[src/sv/lfbr_pkg.sv]
// ----------------------------------------------------------------------------
// lfbr_pkg
// Shared types and constants for the length framed byte receiver: status
// codes, configuration register indexes and the bundles passed between the
// top level and the frame tracker.
// ----------------------------------------------------------------------------
package lfbr_pkg;

    // Width of the frame position counter and of the reported position
    localparam int POS_W = 9;

    // Configuration register indexes
    localparam logic [1:0] REG_HEADER_FIRST    = 2'd0;
    localparam logic [1:0] REG_HEADER_SECOND   = 2'd1;
    localparam logic [1:0] REG_LENGTH_POSITION = 2'd2;

    // Reset value of the length field position
    localparam logic [3:0] LENGTH_POSITION_RST = 4'd4;

    // Frame status codes
    typedef enum logic [1:0] {
        STATUS_OK           = 2'd0,
        STATUS_BAD_HEADER   = 2'd1,
        STATUS_BAD_CHECKSUM = 2'd2,
        STATUS_OVERFLOW     = 2'd3
    } status_t;

    // Configuration register set
    typedef struct packed {
        logic [7:0] header_first;
        logic [7:0] header_second;
        logic [3:0] length_position;
    } cfg_t;

    // One result transaction
    typedef struct packed {
        logic             frame_end;
        status_t          frame_status;
        logic [7:0]       frame_len;
        logic [POS_W-1:0] byte_position;
    } result_t;

endpackage

[src/sv/lfbr_frame_tracker.sv]
// ----------------------------------------------------------------------------
// lfbr_frame_tracker
// Frame state (position, length, running sum, header flag) and the single
// pass logic that classifies one received byte and builds its result.
// ----------------------------------------------------------------------------
module lfbr_frame_tracker #(
    parameter int BUF_BYTES = 512
) (
    input  logic              clk,
    input  logic              rst_n,
    input  logic              step,
    input  logic [7:0]        rx_byte,
    input  lfbr_pkg::cfg_t    cfg,
    output lfbr_pkg::result_t result
);

    localparam int POS_LIMIT = (BUF_BYTES < 512) ? BUF_BYTES : 512;
    localparam logic [lfbr_pkg::POS_W-1:0] POS_LAST = lfbr_pkg::POS_W'(POS_LIMIT - 1);

    logic [lfbr_pkg::POS_W-1:0] pos_reg;
    logic [lfbr_pkg::POS_W-1:0] pos_next;
    logic [7:0]                 length_reg;
    logic [7:0]                 length_next;
    logic [7:0]                 sum_reg;
    logic [7:0]                 sum_next;
    logic                       header_good_reg;
    logic                       header_good_next;

    logic [lfbr_pkg::POS_W-1:0] len_pos;
    logic [lfbr_pkg::POS_W-1:0] check_pos;
    logic                       frame_start;
    logic                       ends;
    lfbr_pkg::status_t          status;

    assign len_pos     = lfbr_pkg::POS_W'(cfg.length_position);
    assign check_pos   = len_pos + lfbr_pkg::POS_W'(length_reg);
    assign frame_start = (pos_reg == '0);

    // Per-byte classification
    always_comb
    begin
        // header check, cleared state at frame start
        if (frame_start)
        begin
            header_good_next = (rx_byte == cfg.header_first);
            length_next      = '0;
            sum_next         = '0;
        end
        else if (pos_reg == lfbr_pkg::POS_W'(1))
        begin
            header_good_next = header_good_reg && (rx_byte == cfg.header_second);
            length_next      = length_reg;
            sum_next         = sum_reg;
        end
        else
        begin
            header_good_next = header_good_reg;
            length_next      = length_reg;
            sum_next         = sum_reg;
        end

        ends   = 1'b0;
        status = lfbr_pkg::STATUS_OK;

        // length byte, summed range and checksum byte
        if (pos_reg == len_pos)
        begin
            length_next = rx_byte;
            sum_next    = rx_byte;
            if (rx_byte == 8'd0)
            begin
                ends   = 1'b1;
                status = header_good_next ? lfbr_pkg::STATUS_OK
                                          : lfbr_pkg::STATUS_BAD_HEADER;
            end
        end
        else if (pos_reg > len_pos)
        begin
            if (pos_reg == check_pos)
            begin
                ends = 1'b1;
                if (!header_good_next)
                    status = lfbr_pkg::STATUS_BAD_HEADER;
                else if (sum_reg != rx_byte)
                    status = lfbr_pkg::STATUS_BAD_CHECKSUM;
                else
                    status = lfbr_pkg::STATUS_OK;
            end
            else
            begin
                sum_next = sum_next + rx_byte;
            end
        end

        // buffer bound
        if (!ends && (pos_reg >= POS_LAST))
        begin
            ends   = 1'b1;
            status = lfbr_pkg::STATUS_OVERFLOW;
        end

        pos_next = ends ? '0 : pos_reg + lfbr_pkg::POS_W'(1);

        result.frame_end     = ends;
        result.frame_status  = status;
        result.frame_len     = length_next;
        result.byte_position = pos_reg;
    end

    // Frame state registers
    always_ff @(posedge clk or negedge rst_n)
    begin
        if (!rst_n)
        begin
            pos_reg         <= '0;
            length_reg      <= '0;
            sum_reg         <= '0;
            header_good_reg <= 1'b1;
        end
        else if (step)
        begin
            pos_reg         <= pos_next;
            length_reg      <= length_next;
            sum_reg         <= sum_next;
            header_good_reg <= header_good_next;
        end
    end

    // A frame end always restarts the position count
    a_end_restarts: assert property (@(posedge clk) disable iff (!rst_n)
        step && result.frame_end |=> pos_reg == '0)
        else $error("position not cleared after frame end");

    // Position never passes the buffer bound
    a_pos_bound: assert property (@(posedge clk) disable iff (!rst_n)
        pos_reg <= POS_LAST)
        else $error("position beyond buffer bound");

    // Status is only non-ok on a frame end
    a_status_idle: assert property (@(posedge clk) disable iff (!rst_n)
        !result.frame_end |-> result.frame_status == lfbr_pkg::STATUS_OK)
        else $error("status set without frame end");

    // Without a frame end the position advances by one
    a_pos_advance: assert property (@(posedge clk) disable iff (!rst_n)
        step && !result.frame_end |=> pos_reg == $past(pos_reg) + lfbr_pkg::POS_W'(1))
        else $error("position did not advance");

endmodule

[src/sv/length_framed_byte_receiver.sv]
// ----------------------------------------------------------------------------
// length_framed_byte_receiver
// Deframer for header / length / sum-8 checksum framed byte streams.
// ----------------------------------------------------------------------------
// Usage:
//   Input channel (in_valid/in_ready) carries one event per transaction:
//   char_event marks a received character, rx_byte its value. Events with
//   char_event low are consumed and produce nothing.
//   Output channel (out_valid/out_ready) carries one transaction per
//   received character: frame_end, frame_status, frame_len and the
//   byte_position of that character.
//   Configuration is a plain write port (cfg_we, cfg_index, cfg_data), to be
//   used only while no transaction is in flight.
//   Path: a transaction taken into the input register is classified by the
//   frame tracker, and its result is written into the output register,
//   which offers it on the output channel.
//   Throughput: one transaction per cycle while out_ready stays high, set
//   by the update of the frame state between input and output registers.
//   When out_ready is low the output register holds its result; the input
//   register takes transactions until it holds a character, then in_ready
//   drops. Reset clears the frame state (position 0, header flag set), the
//   valid flags of both pipeline registers and the configuration (headers 0, length at 4).
// ----------------------------------------------------------------------------
module length_framed_byte_receiver #(
    parameter int BUF_BYTES = 512
) (
    input  logic                       clk,
    input  logic                       rst_n,
    // configuration
    input  logic                       cfg_we,
    input  logic [1:0]                 cfg_index,
    input  logic [7:0]                 cfg_data,
    // input channel
    input  logic                       in_valid,
    output logic                       in_ready,
    input  logic                       char_event,
    input  logic [7:0]                 rx_byte,
    // output channel
    output logic                       out_valid,
    input  logic                       out_ready,
    output logic                       frame_end,
    output logic [1:0]                 frame_status,
    output logic [7:0]                 frame_len,
    output logic [lfbr_pkg::POS_W-1:0] byte_position
);

    lfbr_pkg::cfg_t    cfg_reg;
    logic              in_valid_reg;
    logic              char_reg;
    logic [7:0]        byte_reg;
    logic              out_valid_reg;
    lfbr_pkg::result_t out_reg;
    lfbr_pkg::result_t result;
    logic              advance;
    logic              step;

    // Input register moves on when it is empty of a character or the
    // output register can take the result
    assign advance  = in_valid_reg && (!char_reg || !out_valid_reg || out_ready);
    assign step     = advance && char_reg;
    assign in_ready = !in_valid_reg || advance;

    // Configuration registers
    always_ff @(posedge clk or negedge rst_n)
    begin
        if (!rst_n)
        begin
            cfg_reg.header_first    <= '0;
            cfg_reg.header_second   <= '0;
            cfg_reg.length_position <= lfbr_pkg::LENGTH_POSITION_RST;
        end
        else if (cfg_we)
        begin
            case (cfg_index)
                lfbr_pkg::REG_HEADER_FIRST:    cfg_reg.header_first    <= cfg_data;
                lfbr_pkg::REG_HEADER_SECOND:   cfg_reg.header_second   <= cfg_data;
                lfbr_pkg::REG_LENGTH_POSITION: cfg_reg.length_position <= cfg_data[3:0];
                default:                       cfg_reg <= cfg_reg;
            endcase
        end
    end

    // Input register
    always_ff @(posedge clk or negedge rst_n)
    begin
        if (!rst_n)
            in_valid_reg <= 1'b0;
        else if (in_ready)
            in_valid_reg <= in_valid;
    end

    always_ff @(posedge clk)
    begin
        if (in_ready && in_valid)
        begin
            char_reg <= char_event;
            byte_reg <= rx_byte;
        end
    end

    lfbr_frame_tracker #(
        .BUF_BYTES (BUF_BYTES)
    ) u_tracker (
        .clk     (clk),
        .rst_n   (rst_n),
        .step    (step),
        .rx_byte (byte_reg),
        .cfg     (cfg_reg),
        .result  (result)
    );

    // Output register
    always_ff @(posedge clk or negedge rst_n)
    begin
        if (!rst_n)
            out_valid_reg <= 1'b0;
        else if (step)
            out_valid_reg <= 1'b1;
        else if (out_ready)
            out_valid_reg <= 1'b0;
    end

    always_ff @(posedge clk)
    begin
        if (step)
            out_reg <= result;
    end

    assign out_valid     = out_valid_reg;
    assign frame_end     = out_reg.frame_end;
    assign frame_status  = out_reg.frame_status;
    assign frame_len     = out_reg.frame_len;
    assign byte_position = out_reg.byte_position;

    // A classified character always shows up at the output
    a_step_loads: assert property (@(posedge clk) disable iff (!rst_n)
        step |=> out_valid_reg)
        else $error("result lost after tracker step");

    // Never overwrite a result that has not been taken
    a_no_overwrite: assert property (@(posedge clk) disable iff (!rst_n)
        out_valid_reg && !out_ready |-> !step)
        else $error("output register overwritten while stalled");

    // Non-character events leave the output side alone
    a_skip_event: assert property (@(posedge clk) disable iff (!rst_n)
        advance && !char_reg && !out_valid_reg |=> !out_valid_reg)
        else $error("result produced for non-character event");

endmodule
[config.mk]
export PLATFORM = sky130hd
export DESIGN_NAME = length_framed_byte_receiver
export DESIGN_NICKNAME = d
export VERILOG_FILES = /design/src/sv/lfbr_pkg.sv /design/src/sv/lfbr_frame_tracker.sv /design/src/sv/length_framed_byte_receiver.sv
export SDC_FILE = /design/constraint.sdc
export NUM_CORES = 1
export LEC_CHECK = 0
export BUFFER_PORTS_ARGS = -buffer_cell sky130_fd_sc_hd__buf_4
export CAP_MARGIN = 20
export CORE_ASPECT_RATIO = 0.9
export CORE_MARGIN = 10
export CORE_UTILIZATION = 59
export DETAILED_ROUTE_END_ITERATION = 8
export PLACE_DENSITY_LB_ADDON = 0.15
export SYNTH_ARGS = -nofsm -noshare
export SYNTH_HDL_FRONTEND = slang
export SYNTH_HIERARCHICAL = 1
export SYNTH_SLANG_ARGS = --single-unit
[constraint.sdc]
create_clock -name clk -period 4.52 [get_ports clk]
set_input_delay 0.678 -clock clk [delete_from_list [all_inputs] [get_ports clk]]
set_output_delay 0.678 -clock clk [all_outputs]
set_load 0.01 [all_outputs]
# After elaboration in Yosys (flattened, before gate mapping)
# Index checks and enable logic that the tools add are counted.
# op_classes
eq_ne	8
magnitude_cmp	2
addsub	3
n_reduce_logical	19
muxes	23
# ops
operator	n
8-bit 2-to-1 mux	6
8-bit equality test	2
2-bit 2-to-1 mux	6
1-bit 2-to-1 mux	10
4-bit by 8-bit adder with 9-bit output	1
9-bit by 1-bit adder with 9-bit output, second input constant	1
9-bit by 1-bit equality test with 1-bit output, second input constant	1
9-bit by 4-bit equality test with 1-bit output	1
9-bit equality test	1
9-bit greater-or-equal comparator, second input constant	1
9-bit by 4-bit greater-than comparator with 1-bit output	1
9-bit zero test	1
9-bit 2-to-1 mux	1
8-bit adder	1
8-bit zero test	1
8-bit inequality test	1
2-bit AND reduction	3
1-bit logical AND	5
1-bit zero test	4
1-bit logical OR	3
2-bit by 1-bit equality test with 1-bit output, second input constant	1
2-bit equality test, second input constant	1
2-bit zero test	1
2-bit nonzero test	1
# totals
in_bits	24
reg_bits	77

# Depth between registers and ports, before layout
# Gate-level depths: netlist of the first run.
# logic_depth
ltp_word	9
depth_mapped	15
ltp_nobuf	15

# Hierarchy
# Netlist of the first run, hierarchy kept.
# modules_own_cells
module	n_inst	area_each_um2	cells_per_inst
lfbr_frame_tracker	1	2596.2	305
length_framed_byte_receiver	1	1727.9	82

# Least setup slack after synthesis of the first run
# No wires, ideal clock.
# synth_path
path_type	register to register
start	register u_tracker/pos_reg[5] in the netlist's numbering
end	register u_tracker.sum_reg[7]
path_slack_ns	1.317
arrival_ns	3.064
path_stages_with_launch	13
setup_ns	0.139
synth_period_minus_slack_ns	3.203
t_required_ns	4.381
path_cell_list	dfrtp_1 -> nor4_2 -> nand2b_1 -> o21ai_0 -> inv_1 -> ha_1 -> a21oi_1 -> nor2_1 -> a2111oi_2 -> a21oi_1 -> xor2_1 -> and3_1 -> or4_1
# synth_via
elab_chain_cells	6
elab_cells_between_ends	9
classes_between	add/sub: 1; order compare: 1; eq/ne: 2; mux: 4; reduce/logical: 1
# synth_rtl
element	line_no	rtl
from (decl)	lfbr_frame_tracker.sv:20	logic [lfbr_pkg::POS_W-1:0] pos_reg;
from (signal assigned)	lfbr_frame_tracker.sv:122	pos_reg <= pos_next;
9-bit zero test	lfbr_frame_tracker.sv:37	assign frame_start = (pos_reg == '0);
8-bit 2-to-1 mux	lfbr_frame_tracker.sv:43	if (frame_start)
8-bit adder	lfbr_frame_tracker.sv:91	sum_next = sum_next + rx_byte;
8-bit 2-to-1 mux	lfbr_frame_tracker.sv:79	if (pos_reg == check_pos)
8-bit 2-to-1 mux	lfbr_frame_tracker.sv:77	else if (pos_reg > len_pos)
8-bit 2-to-1 mux (*)	lfbr_frame_tracker.sv:66	if (pos_reg == len_pos)
to (signal assigned)	lfbr_frame_tracker.sv:124	sum_reg <= sum_next;
to (decl)	lfbr_frame_tracker.sv:24	logic [7:0] sum_reg;
# Mark *: on every way between the ends. The rest lies on a longest branch, timed or not.
# A chain may end at the register's enable or synchronous reset.

# Worst setup path after layout of the first run
# Ends and elaborated chain as after synthesis.

==> results of run 1 <==
-- power by group through the flow --
| stage | Sequential [mW] | Clock (mW) | Combinational, mW |
|---|---|---|---|
| after global routing | 0.989 | 0.555 | 0.753 |
| after floorplan | 0.947 | 0 | 0.514 |
| after CTS | 0.971 | 0.531 | 0.659 |
| after detailed placement | 0.984 | 0 | 0.655 |
| after global placement | 0.980 | 0 | 0.630 |
| final | 0.971 | 0.518 | 0.662 |
-- worst reg2reg max path, cell delays in order (launching register included) --
cell	delay (ns)
sky130_fd_sc_hd__dfrtp_1	0.46
sky130_fd_sc_hd__nor4_2	0.39
sky130_fd_sc_hd__nand2b_1	0.21
sky130_fd_sc_hd__nor2_1	0.40
sky130_fd_sc_hd__nor2b_1	0.11
sky130_fd_sc_hd__ha_1	0.36
sky130_fd_sc_hd__nand3_1	0.11
sky130_fd_sc_hd__nor2_1	0.05
sky130_fd_sc_hd__a2111oi_2	0.45
sky130_fd_sc_hd__a21oi_1	0.14
sky130_fd_sc_hd__xor2_1	0.18
sky130_fd_sc_hd__and3_1	0.18
sky130_fd_sc_hd__or4_1	0.39
-- synthesized netlist by cell type (4+ instances only) --
master	number	area (µm²)
sky130_fd_sc_hd__dfrtp_1	46	1151
sky130_fd_sc_hd__edfxtp_1	29	870.8
sky130_fd_sc_hd__xnor2_1	24	210.2
sky130_fd_sc_hd__inv_1	23	86.33
sky130_fd_sc_hd__nand2_1	23	86.33
sky130_fd_sc_hd__mux2_2	20	225.2
sky130_fd_sc_hd__ha_1	19	237.7
sky130_fd_sc_hd__o21ai_0	16	80.08
sky130_fd_sc_hd__a22o_1	13	113.9
sky130_fd_sc_hd__nor2_1	13	48.80
sky130_fd_sc_hd__xor2_1	13	113.9
sky130_fd_sc_hd__nand3_1	12	60.06
sky130_fd_sc_hd__nand4_1	12	75.07
sky130_fd_sc_hd__and3_1	11	68.82
sky130_fd_sc_hd__clkbuf_1	11	41.29
sky130_fd_sc_hd__nand2b_1	9	56.30
sky130_fd_sc_hd__a21oi_1	7	35.03
sky130_fd_sc_hd__nor2b_1	7	43.79
sky130_fd_sc_hd__nor4_1	7	43.79
sky130_fd_sc_hd__buf_2	5	25.02
sky130_fd_sc_hd__nand3b_1	5	37.54
sky130_fd_sc_hd__nor3_1	4	20.02
sky130_fd_sc_hd__o221ai_1	4	35.03
-- worst max-delay path by stage --
stage,slack [ns],startpoint,depth (start not counted),to
CTS,0.97,u_tracker/pos_reg[5]$_DFFE_PN0P_,12,u_tracker/sum_reg[7]$_DFFE_PN0P_
detailed placement,0.97,u_tracker/pos_reg[5]$_DFFE_PN0P_,12,u_tracker/sum_reg[7]$_DFFE_PN0P_
global placement,1.10,u_tracker/pos_reg[5]$_DFFE_PN0P_,12,u_tracker/sum_reg[7]$_DFFE_PN0P_
global route,0.63,u_tracker/pos_reg[5]$_DFFE_PN0P_,12,u_tracker/sum_reg[7]$_DFFE_PN0P_
finish,0.96,u_tracker/pos_reg[5]$_DFFE_PN0P_,12,u_tracker/sum_reg[7]$_DFFE_PN0P_
floorplan,1.32,u_tracker/pos_reg[5]$_DFFE_PN0P_,12,u_tracker/sum_reg[7]$_DFFE_PN0P_
-- routing by layer --
metal / track usage, % / vias up / share of wire, %
met5: 0 / - / 0
met4: 6.318 / 0 / 1.8
met3: 4.952 / 14 / 6.1
met2: 29.62 / 86 / 48
met1: 23.12 / 1566 / 44
li1: - / 1504 / -
-- final cells by class --
class / instances / share of cell area [%]
clock buffers: 12 / 3.571
repair buffers: 48 / 7.293
inverters: 23 / 1.747
multi-input cells: 270 / 42.52
clock inverters: 4 / 0.5318
flip-flops and latches: 77 / 41.99
well taps: 93 / 2.355
-- metrics by stage --
| stage | std cells | utilization (%) |
|---|---|---|
| after floorplan | 387 | - |
| after global placement | 511 | 66.97 |
| after detailed placement | 511 | 66.97 |
| after CTS | 527 | 69.83 |
| after global routing | 527 | 69.83 |
| final | 527 | 69.83 |
-- logic make-up after synthesis --
logic type / after synthesis / share of synthesized area, %
AND/OR/NAND/NOR: 118 / 15.68
flip-flops: 77 / 47.97
AO/OA/AOI/OAI: 70 / 12.44
buffers and inverters: 40 / 3.704
XOR/XNOR: 38 / 7.870
multiplexers: 23 / 5.903
adder cells (fa/ha/maj): 21 / 6.424
==> impl_results.html, run 1 <==
<table>
<tr><th>Metric</th><th>Value</th></tr>
<tr><th colspan="2">CTS</th></tr>
<tr><td>Post-CTS setup buffers</td><td>0</td></tr>
<tr><td>CTS tree</td><td>done</td></tr>
<tr><td>Cell at the root of the clock tree</td><td>sky130_fd_sc_hd__clkbuf_8</td></tr>
<tr><td>Source-to-sink clock delay at the later pin of the worst-skew pair</td><td>0.36 ns</td></tr>
<tr><td>Maximum buffer depth of the clock tree</td><td>2</td></tr>
<tr><td>Clock-pin slew of the registers on the worst-case setup and hold paths</td><td>approximately 0.080 ns</td></tr>
<tr><td>Number of hold-repair buffers added at the cts stage</td><td>0</td></tr>
<tr><td>Inserted Clock Buffers</td><td>9</td></tr>
<tr><td>Total clock sinks</td><td>77</td></tr>
<tr><td>Post-CTS resize count</td><td>0</td></tr>
<tr><td>H-tree lvl count</td><td>3</td></tr>
<tr><th colspan="2">Timing</th></tr>
<tr><td>Hold Vio Cnt, Final</td><td>0</td></tr>
<tr><td>Final count of pins violating max slew</td><td>0</td></tr>
<tr><td>Final Cycle Share</td><td>between 70% and 80%</td></tr>
<tr><td>Upper clock frequency limit</td><td>280.6 MHz</td></tr>
<tr><td>Final-layout worst hold slack</td><td>around 0.33 ns</td></tr>
<tr><td>Worst slew slack as a fraction of its limit</td><td>a little under three fifths</td></tr>
<tr><td>Final worst slack</td><td>between 0.9 and 1 ns</td></tr>
<tr><td>Worst clock skew on the final layout</td><td>around 0.0060 ns</td></tr>
<tr><td>Final total negative setup slack</td><td>0 ns</td></tr>
<tr><td>Pin slew with the least headroom to its limit</td><td>around 0.64 ns</td></tr>
<tr><td>Tmin final</td><td>3.564 ns</td></tr>
<tr><td>Unrepaired setup endpoints after global routing</td><td>no</td></tr>
<tr><td>Final setup violating endpoints</td><td>0</td></tr>
<tr><th colspan="2">Outcome</th></tr>
<tr><td>Result of the run</td><td>complete, no violations</td></tr>
<tr><th colspan="2">Worst setup path</th></tr>
<tr><td>Required time worst endpoint</td><td>~4.8 ns</td></tr>
<tr><td>Category of cells accounting for the largest share of critical-path delay</td><td>simple AND/OR/NAND/NOR gates</td></tr>
<tr><td>Arr. time, crit path</td><td>3.80 ns</td></tr>
<tr><td>Most Frequent Cell on Critical Path</td><td>sky130_fd_sc_hd__nor2_1</td></tr>
<tr><td>Buffers plus inverters on the worst setup path</td><td>0</td></tr>
<tr><td>Worst-path cell chain</td><td>nor4_2 &gt; nand2b_1 &gt; nor2_1 &gt; nor2b_1 &gt; ha_1 &gt; nand3_1 &gt; nor2_1 &gt; a2111oi_2 &gt; a21oi_1 &gt; xor2_1 &gt; and3_1 &gt; or4_1</td></tr>
<tr><td>Crit Reg-Reg Startpoint</td><td>u_tracker/pos_reg[5]$_DFFE_PN0P_</td></tr>
<tr><td>Largest fanout on the critical path</td><td>8</td></tr>
<tr><td>Worst stage delay on the critical path</td><td>0.46 ns</td></tr>
<tr><td>FF-to-FF path depth</td><td>12</td></tr>
<tr><td>Capturing element type of the critical path</td><td>register</td></tr>
<tr><td>Setup CP Type</td><td>reg -&gt; reg</td></tr>
<tr><td>Setup crit start kind</td><td>register</td></tr>
<tr><td>Critical register-to-register path endpoint</td><td>u_tracker/sum_reg[7]$_DFFE_PN0P_</td></tr>
<tr><td>Setup slack of the worst register-to-register path</td><td>roughly 0.96 ns</td></tr>
<tr><td>Worst path slowest cell</td><td>sky130_fd_sc_hd__dfrtp_1</td></tr>
<tr><th colspan="2">Final layout</th></tr>
<tr><td>Net count, final</td><td>roughly 470</td></tr>
<tr><td>Largest register FFs</td><td>20</td></tr>
<tr><td>Final non-filler cell area</td><td>between 4000 and 5000 µm²</td></tr>
<tr><td>Register cell area after layout</td><td>slightly above 2000 µm²</td></tr>
<tr><td>Area growth from synthesis to layout</td><td>14.27%</td></tr>
<tr><td>Number of inserted diodes</td><td>0</td></tr>
<tr><td>Layout fillers</td><td>roughly 540</td></tr>
<tr><td>Most frequent standard cell in the layout excluding fill and tap cells</td><td>sky130_fd_sc_hd__buf_4</td></tr>
<tr><td>Most frequent cells in the layout</td><td>sky130_fd_sc_hd__buf_4 (48), sky130_fd_sc_hd__dfrtp_1 (46), sky130_fd_sc_hd__edfxtp_1 (29), sky130_fd_sc_hd__xnor2_1 (24)</td></tr>
<tr><td>Layout cell share with drive strength beyond 1</td><td>about 23%</td></tr>
<tr><td>Multi-input logic area</td><td>~2100 µm²</td></tr>
<tr><th colspan="2">Logic synthesis</th></tr>
<tr><td>Yosys cell types</td><td>59</td></tr>
<tr><td>EDFF count, synth</td><td>29</td></tr>
<tr><td>Yosys reg bits</td><td>between 70 and 80</td></tr>
<tr><td>Ys async rst share</td><td>roughly 62%</td></tr>
<tr><td>Syn. warnings</td><td>6</td></tr>
<tr><td>Sequential-to-total area share from yosys stat</td><td>a little under half</td></tr>
<tr><td>Syn Inst Count</td><td>roughly 390</td></tr>
<tr><td>Synth Area per Inst</td><td>about 11 µm²</td></tr>
<tr><td>Cell area after synthesis</td><td>4324 µm²</td></tr>
<tr><td>Main synth FF type</td><td>sky130_fd_sc_hd__dfrtp_1</td></tr>
<tr><td>Post-synth net total</td><td>approximately 430</td></tr>
<tr><th colspan="2">Power</th></tr>
<tr><td>Worst voltage drop across the vdd grid</td><td>about 0.00022 V</td></tr>
<tr><td>Overall power consumption</td><td>~2.2 mW</td></tr>
<tr><td>Net Sw Power</td><td>around 0.7 mW</td></tr>
<tr><td>Lkg Pwr</td><td>around 2.1 nW</td></tr>
<tr><td>Power density normalized to cell area</td><td>435.4 nW/µm²</td></tr>
<tr><td>Clock network fraction of design power</td><td>about a quarter</td></tr>
<tr><td>Internal power of the cells</td><td>between 1 and 1.5 mW</td></tr>
<tr><td>Portion of total power attributed to sequential cells</td><td>45.2%</td></tr>
<tr><td>Comb power frac</td><td>30.8%</td></tr>
<tr><td>Net Sw Frac</td><td>roughly a third</td></tr>
<tr><th colspan="2">Drt</th></tr>
<tr><td>Overall via count from detail_route</td><td>between 3k and 4k</td></tr>
<tr><td>Remaining routing DRC violations</td><td>0</td></tr>
<tr><td>Post-detailed-route count of antenna-violating nets</td><td>0</td></tr>
<tr><td>Wire length per cell after detailed routing</td><td>around 18 µm</td></tr>
<tr><td>Number of DRC violations after detailed-routing iteration 0</td><td>between 150 and 200</td></tr>
<tr><td>Total wire length after detailed routing</td><td>~9600 µm</td></tr>
<tr><td>Number of search-and-repair iterations in the first detailed-routing pass</td><td>4</td></tr>
<tr><td>Post-detailed-route via-to-cell ratio</td><td>roughly 6.0</td></tr>
<tr><th colspan="2">Die</th></tr>
<tr><td>Initial Utilization</td><td>between 60% and 70%</td></tr>
<tr><td>DIE AREA</td><td>11160 µm²</td></tr>
<tr><td>Count of pins on the block boundary</td><td>46</td></tr>
<tr><td>Die span in x</td><td>between 100 and 150 µm</td></tr>
<tr><td>Row count</td><td>29</td></tr>
<tr><td>Core Region</td><td>7076 µm²</td></tr>
<tr><td>Die outline height</td><td>slightly above 100 µm</td></tr>
<tr><th colspan="2">Global route</th></tr>
<tr><td>Via count of the first global-routing pass</td><td>roughly 3.3k</td></tr>
<tr><td>Largest net degree at the start of global routing</td><td>49</td></tr>
<tr><td>GRT overflow</td><td>0</td></tr>
<tr><td>Initial antenna violation count</td><td>0</td></tr>
<tr><td>Wire length of the first global-routing pass</td><td>approximately 16000 µm</td></tr>
<tr><td>Overall fraction of global-route tracks in use</td><td>between 10% and 20%</td></tr>
<tr><th colspan="2">Worst hold path</th></tr>
<tr><td>Worst hold path type</td><td>in -&gt; async</td></tr>
<tr><th colspan="2">Placement</th></tr>
<tr><td>Total cell area at the placement stage</td><td>approximately 4700 µm²</td></tr>
<tr><td>Setup slack after placement</td><td>just under 1 ns</td></tr>
<tr><td>Count of buffers from port buffering</td><td>between 40 and 50</td></tr>
<tr><td>RD Place Congestion</td><td>approximately 0.85</td></tr>
<tr><td>Post-detail-place hpwl</td><td>7040 µm</td></tr>
<tr><th colspan="2">Job</th></tr>
<tr><td>Max-cap violations</td><td>0</td></tr>
</table>
Power figures use the tool's default switching activity.
==> run 2: changes to the inputs <==
--- a/config.mk
+++ b/config.mk
@@ -9,7 +9,7 @@
 export CAP_MARGIN = 20
 export CORE_ASPECT_RATIO = 0.9
 export CORE_MARGIN = 10
-export CORE_UTILIZATION = 59
+export CORE_UTILIZATION = 53
 export DETAILED_ROUTE_END_ITERATION = 8
 export PLACE_DENSITY_LB_ADDON = 0.15
 export SYNTH_ARGS = -nofsm -noshare
==> constraint.sdc (replaced) <==
create_clock -name clk -period 3.19 [get_ports clk]
set_input_delay 0.4785 -clock clk [delete_from_list [all_inputs] [get_ports clk]]
set_output_delay 0.4785 -clock clk [all_outputs]
set_load 0.01 [all_outputs]
==> impl_results.html, run 2 (same netlist as run 1, synthesis figures left out) <==
<table>
<tr><th>Metric</th><th>Value</th></tr>
<tr><th colspan="2">Outcome</th></tr>
<tr><td>Result of the run</td><td>complete, no violations</td></tr>
<tr><th colspan="2">Worst setup path</th></tr>
<tr><td>Worst path slowest cell</td><td>sky130_fd_sc_hd__dfrtp_1</td></tr>
<tr><td>Worst-path cell chain</td><td>nor4_4 &gt; nand2b_1 &gt; nor2_1 &gt; buf_4 &gt; nor2b_1 &gt; ha_1 &gt; and3_1 &gt; a2111oi_4 &gt; a21oi_2 &gt; xor2_1 &gt; and3_1 &gt; or4_1</td></tr>
<tr><td>Setup crit start kind</td><td>register</td></tr>
<tr><td>Buffers plus inverters on the worst setup path</td><td>1 (+1)</td></tr>
<tr><td>Category of cells accounting for the largest share of critical-path delay</td><td>simple AND/OR/NAND/NOR gates</td></tr>
<tr><td>Setup CP Type</td><td>reg -&gt; reg</td></tr>
<tr><td>Arr. time, crit path</td><td>3.26 ns (-0.54 ns)</td></tr>
<tr><td>Worst stage delay on the critical path</td><td>0.41 ns (-0.05 ns)</td></tr>
<tr><td>Most Frequent Cell on Critical Path</td><td>sky130_fd_sc_hd__and3_1</td></tr>
<tr><td>Capturing element type of the critical path</td><td>register</td></tr>
<tr><td>Largest fanout on the critical path</td><td>7 (-1)</td></tr>
<tr><td>Required time worst endpoint</td><td>3.41 ns (-1.34 ns)</td></tr>
<tr><th colspan="2">Drt</th></tr>
<tr><td>Total wire length after detailed routing</td><td>10140 µm (+5.8%)</td></tr>
<tr><td>Remaining routing DRC violations</td><td>0 (unchanged)</td></tr>
<tr><td>Wire length per cell after detailed routing</td><td>18.24 µm (+0.30%)</td></tr>
<tr><td>Overall via count from detail_route</td><td>3255 (+2.7%)</td></tr>
<tr><td>Number of DRC violations after detailed-routing iteration 0</td><td>233 (+40%)</td></tr>
<tr><td>Post-detailed-route via-to-cell ratio</td><td>5.854 (-2.7%)</td></tr>
<tr><td>Number of search-and-repair iterations in the first detailed-routing pass</td><td>4 (unchanged)</td></tr>
<tr><td>Post-detailed-route count of antenna-violating nets</td><td>0 (unchanged)</td></tr>
<tr><th colspan="2">Power</th></tr>
<tr><td>Power density normalized to cell area</td><td>601.9 nW/µm² (+38%)</td></tr>
<tr><td>Worst voltage drop across the vdd grid</td><td>0.0003339 V (+49%)</td></tr>
<tr><td>Lkg Pwr</td><td>2.185 nW (+4.4%)</td></tr>
<tr><th colspan="2">Timing</th></tr>
<tr><td>Tmin final</td><td>3.047 ns (-0.5166 ns)</td></tr>
<tr><td>Worst clock skew on the final layout</td><td>0.005303 ns (-0.0006945 ns)</td></tr>
<tr><td>Unrepaired setup endpoints after global routing</td><td>no</td></tr>
<tr><td>Final worst slack</td><td>0.1428 ns (-0.8134 ns)</td></tr>
<tr><td>Upper clock frequency limit</td><td>328.2 MHz (+17%)</td></tr>
<tr><td>Hold Vio Cnt, Final</td><td>0 (unchanged)</td></tr>
<tr><td>Pin slew with the least headroom to its limit</td><td>0.6505 ns (+0.007168 ns)</td></tr>
<tr><td>Final-layout worst hold slack</td><td>0.1474 ns (-0.1855 ns)</td></tr>
<tr><td>Worst slew slack as a fraction of its limit</td><td>56.34% (-0.67 points)</td></tr>
<tr><td>Final Cycle Share</td><td>95.52% (+17 points)</td></tr>
<tr><td>Final setup violating endpoints</td><td>0 (unchanged)</td></tr>
<tr><td>Final count of pins violating max slew</td><td>0 (unchanged)</td></tr>
<tr><td>Final total negative setup slack</td><td>0 ns (unchanged)</td></tr>
<tr><th colspan="2">Final layout</th></tr>
<tr><td>Most frequent cells in the layout</td><td>sky130_fd_sc_hd__buf_4 (71), sky130_fd_sc_hd__dfrtp_1 (46), sky130_fd_sc_hd__edfxtp_1 (29), sky130_fd_sc_hd__xnor2_1 (24)</td></tr>
<tr><td>Most frequent standard cell in the layout excluding fill and tap cells</td><td>sky130_fd_sc_hd__buf_4</td></tr>
<tr><td>Post-route insts no fill</td><td>556 (+5.5%)</td></tr>
<tr><td>Number of inserted diodes</td><td>0 (unchanged)</td></tr>
<tr><td>Utilization after layout</td><td>64.31% (-5.5 points)</td></tr>
<tr><td>Net count, final</td><td>497 (+4.9%)</td></tr>
<tr><td>Layout fillers</td><td>648 (+21%)</td></tr>
<tr><td>Multi-input logic area</td><td>2152 µm² (+2.4%)</td></tr>
<tr><td>Layout cell share with drive strength beyond 1</td><td>27.35% (+4.5 points)</td></tr>
<tr><td>Largest register FFs</td><td>20 (unchanged)</td></tr>
<tr><td>Register cell area after layout</td><td>2074 µm² (unchanged)</td></tr>
<tr><td>Area growth from synthesis to layout</td><td>18.84%</td></tr>
<tr><th colspan="2">Global route</th></tr>
<tr><td>Met2 usage</td><td>25.72% (-3.9 points)</td></tr>
<tr><td>Overall fraction of global-route tracks in use</td><td>16.91% (-1.4 points)</td></tr>
<tr><td>Via count of the first global-routing pass</td><td>3279 (+0.64%)</td></tr>
<tr><td>M3 GR Usage</td><td>4.308% (-0.64 points)</td></tr>
<tr><td>Most crowded layer after global routing</td><td>met2</td></tr>
<tr><td>Initial antenna violation count</td><td>0 (unchanged)</td></tr>
<tr><td>GRT overflow</td><td>0 (unchanged)</td></tr>
<tr><td>Met1 Use GR</td><td>22.90% (-0.22 points)</td></tr>
<tr><td>Largest net degree at the start of global routing</td><td>49 (unchanged)</td></tr>
<tr><td>Wire length of the first global-routing pass</td><td>16690 µm (+3.9%)</td></tr>
<tr><th colspan="2">Placement</th></tr>
<tr><td>Placed insts</td><td>537 (+5.1%)</td></tr>
<tr><td>Post-detail-place hpwl</td><td>7498 µm (+6.5%)</td></tr>
<tr><td>RD Place Congestion</td><td>0.8625 (+1.2%)</td></tr>
<tr><td>Setup slack after placement</td><td>-0.09198 ns (-1.063 ns)</td></tr>
<tr><td>Count of buffers from port buffering</td><td>45 (unchanged)</td></tr>
<tr><th colspan="2">Die</th></tr>
<tr><td>Initial Utilization</td><td>54.12% (-7.0 points)</td></tr>
<tr><td>Count of pins on the block boundary</td><td>46 (unchanged)</td></tr>
<tr><td>DIE AREA</td><td>12180 µm² (+9.1%)</td></tr>
<tr><td>Die span in x</td><td>115.2 µm (+4.5%)</td></tr>
<tr><td>Core Region</td><td>7990 µm² (+13%)</td></tr>
<tr><td>Die outline height</td><td>105.7 µm (+4.4%)</td></tr>
<tr><td>Row count</td><td>31 (+6.9%)</td></tr>
<tr><th colspan="2">CTS</th></tr>
<tr><td>Cell at the root of the clock tree</td><td>sky130_fd_sc_hd__clkbuf_8</td></tr>
<tr><td>Source-to-sink clock delay at the later pin of the worst-skew pair</td><td>0.34 ns (-0.02 ns)</td></tr>
<tr><td>Maximum buffer depth of the clock tree</td><td>2 (unchanged)</td></tr>
<tr><td>Total clock sinks</td><td>77 (unchanged)</td></tr>
<tr><td>Clock-pin slew of the registers on the worst-case setup and hold paths</td><td>0.07 ns (about the same)</td></tr>
<tr><td>H-tree lvl count</td><td>3 (unchanged)</td></tr>
<tr><td>Inserted Clock Buffers</td><td>9 (unchanged)</td></tr>
<tr><td>CTS tree</td><td>done</td></tr>
<tr><th colspan="2">Job</th></tr>
<tr><td>Max-cap violations</td><td>0 (unchanged)</td></tr>
<tr><th colspan="2">Worst hold path</th></tr>
<tr><td>Worst hold path type</td><td>in -&gt; async</td></tr>
</table>
run 2: cell count changes in the layout (fill, tap and decap cells not counted), sizes merged:
cell and delta:
inv -2, clkinvlp +2, buf +23
run 2: final timing paths:
check,from,to,slack [ns],cells past startpoint
setup / recovery,u_tracker/pos_reg[5]$_DFFE_PN0P_,u_tracker/sum_reg[7]$_DFFE_PN0P_,0.14,12
hold / removal,rst_n,out_valid$_DFFE_PN0P_,0.15,1
setup reg to reg,u_tracker/pos_reg[5]$_DFFE_PN0P_,u_tracker/sum_reg[7]$_DFFE_PN0P_,0.14,12
hold reg to reg,u_tracker/header_good_reg$_DFFE_PN1P_,u_tracker/header_good_reg$_DFFE_PN1P_,0.52,2
max in group asynchronous,rst_n,u_tracker/pos_reg[3]$_DFFE_PN0P_,2.60,1
min in group clk,rx_byte[0],byte_reg[0]$_DFFE_PP_,0.31,1
run 2: power breakdown:
| group | internal, mW | switching [mW] | total, mW | leakage (nW) |
|---|---|---|---|---|
| clock | 0.300 | 0.345 | 0.645 | 0.0800 |
| combinational | 0.543 | 0.576 | 1.12 | 1.27 |
| sequential | 1.20 | 0.130 | 1.33 | 0.834 |
run 2: layout make-up:
cell class                      count  area share, %
Timing Repair Buffer               71          10.37
Multi-Input combinational cell    270          41.88
Clock buffer                       12          2.824
Clock inverter                      4         0.4626
Inverter                           23          1.680
Sequential cell                    77          40.37
Tap cell                           99          2.411
run 2: repair_timing:
action                     CTS  global route
pin swaps                    1             1
hold buffers                 0             0
resized for setup            1             8
setup endpoints to repair    1             9
buffers inserted             1             2
run 2: metal layers:
layer  share of wire [%]  up-vias  routed length, µm
li1                    -     1541                  -
met4                 1.3        0                132
met3                 6.7       10                680
met2                  48       95               4847
met5                   0        -                  0
met1                  44     1609               4479
run 2: stage by stage:
step                      total power [mW]  instance area (µm²)
after global placement               2.359                 4896
after detailed placement             2.397                 4896
after floorplan                      2.071                 4324
after global routing                 3.304                 5139
final                                3.093                 5139
after CTS                            3.066                 5076
run 2: worst reg2reg max path, cell delays in order, from the launching register on:
cell	delay, ns
sky130_fd_sc_hd__dfrtp_1	0.41
sky130_fd_sc_hd__nor4_4	0.29
sky130_fd_sc_hd__nand2b_1	0.15
sky130_fd_sc_hd__nor2_1	0.12
sky130_fd_sc_hd__buf_4	0.16
sky130_fd_sc_hd__nor2b_1	0.06
sky130_fd_sc_hd__ha_1	0.32
sky130_fd_sc_hd__and3_1	0.22
sky130_fd_sc_hd__a2111oi_4	0.34
sky130_fd_sc_hd__a21oi_2	0.10
sky130_fd_sc_hd__xor2_1	0.17
sky130_fd_sc_hd__and3_1	0.19
sky130_fd_sc_hd__or4_1	0.39
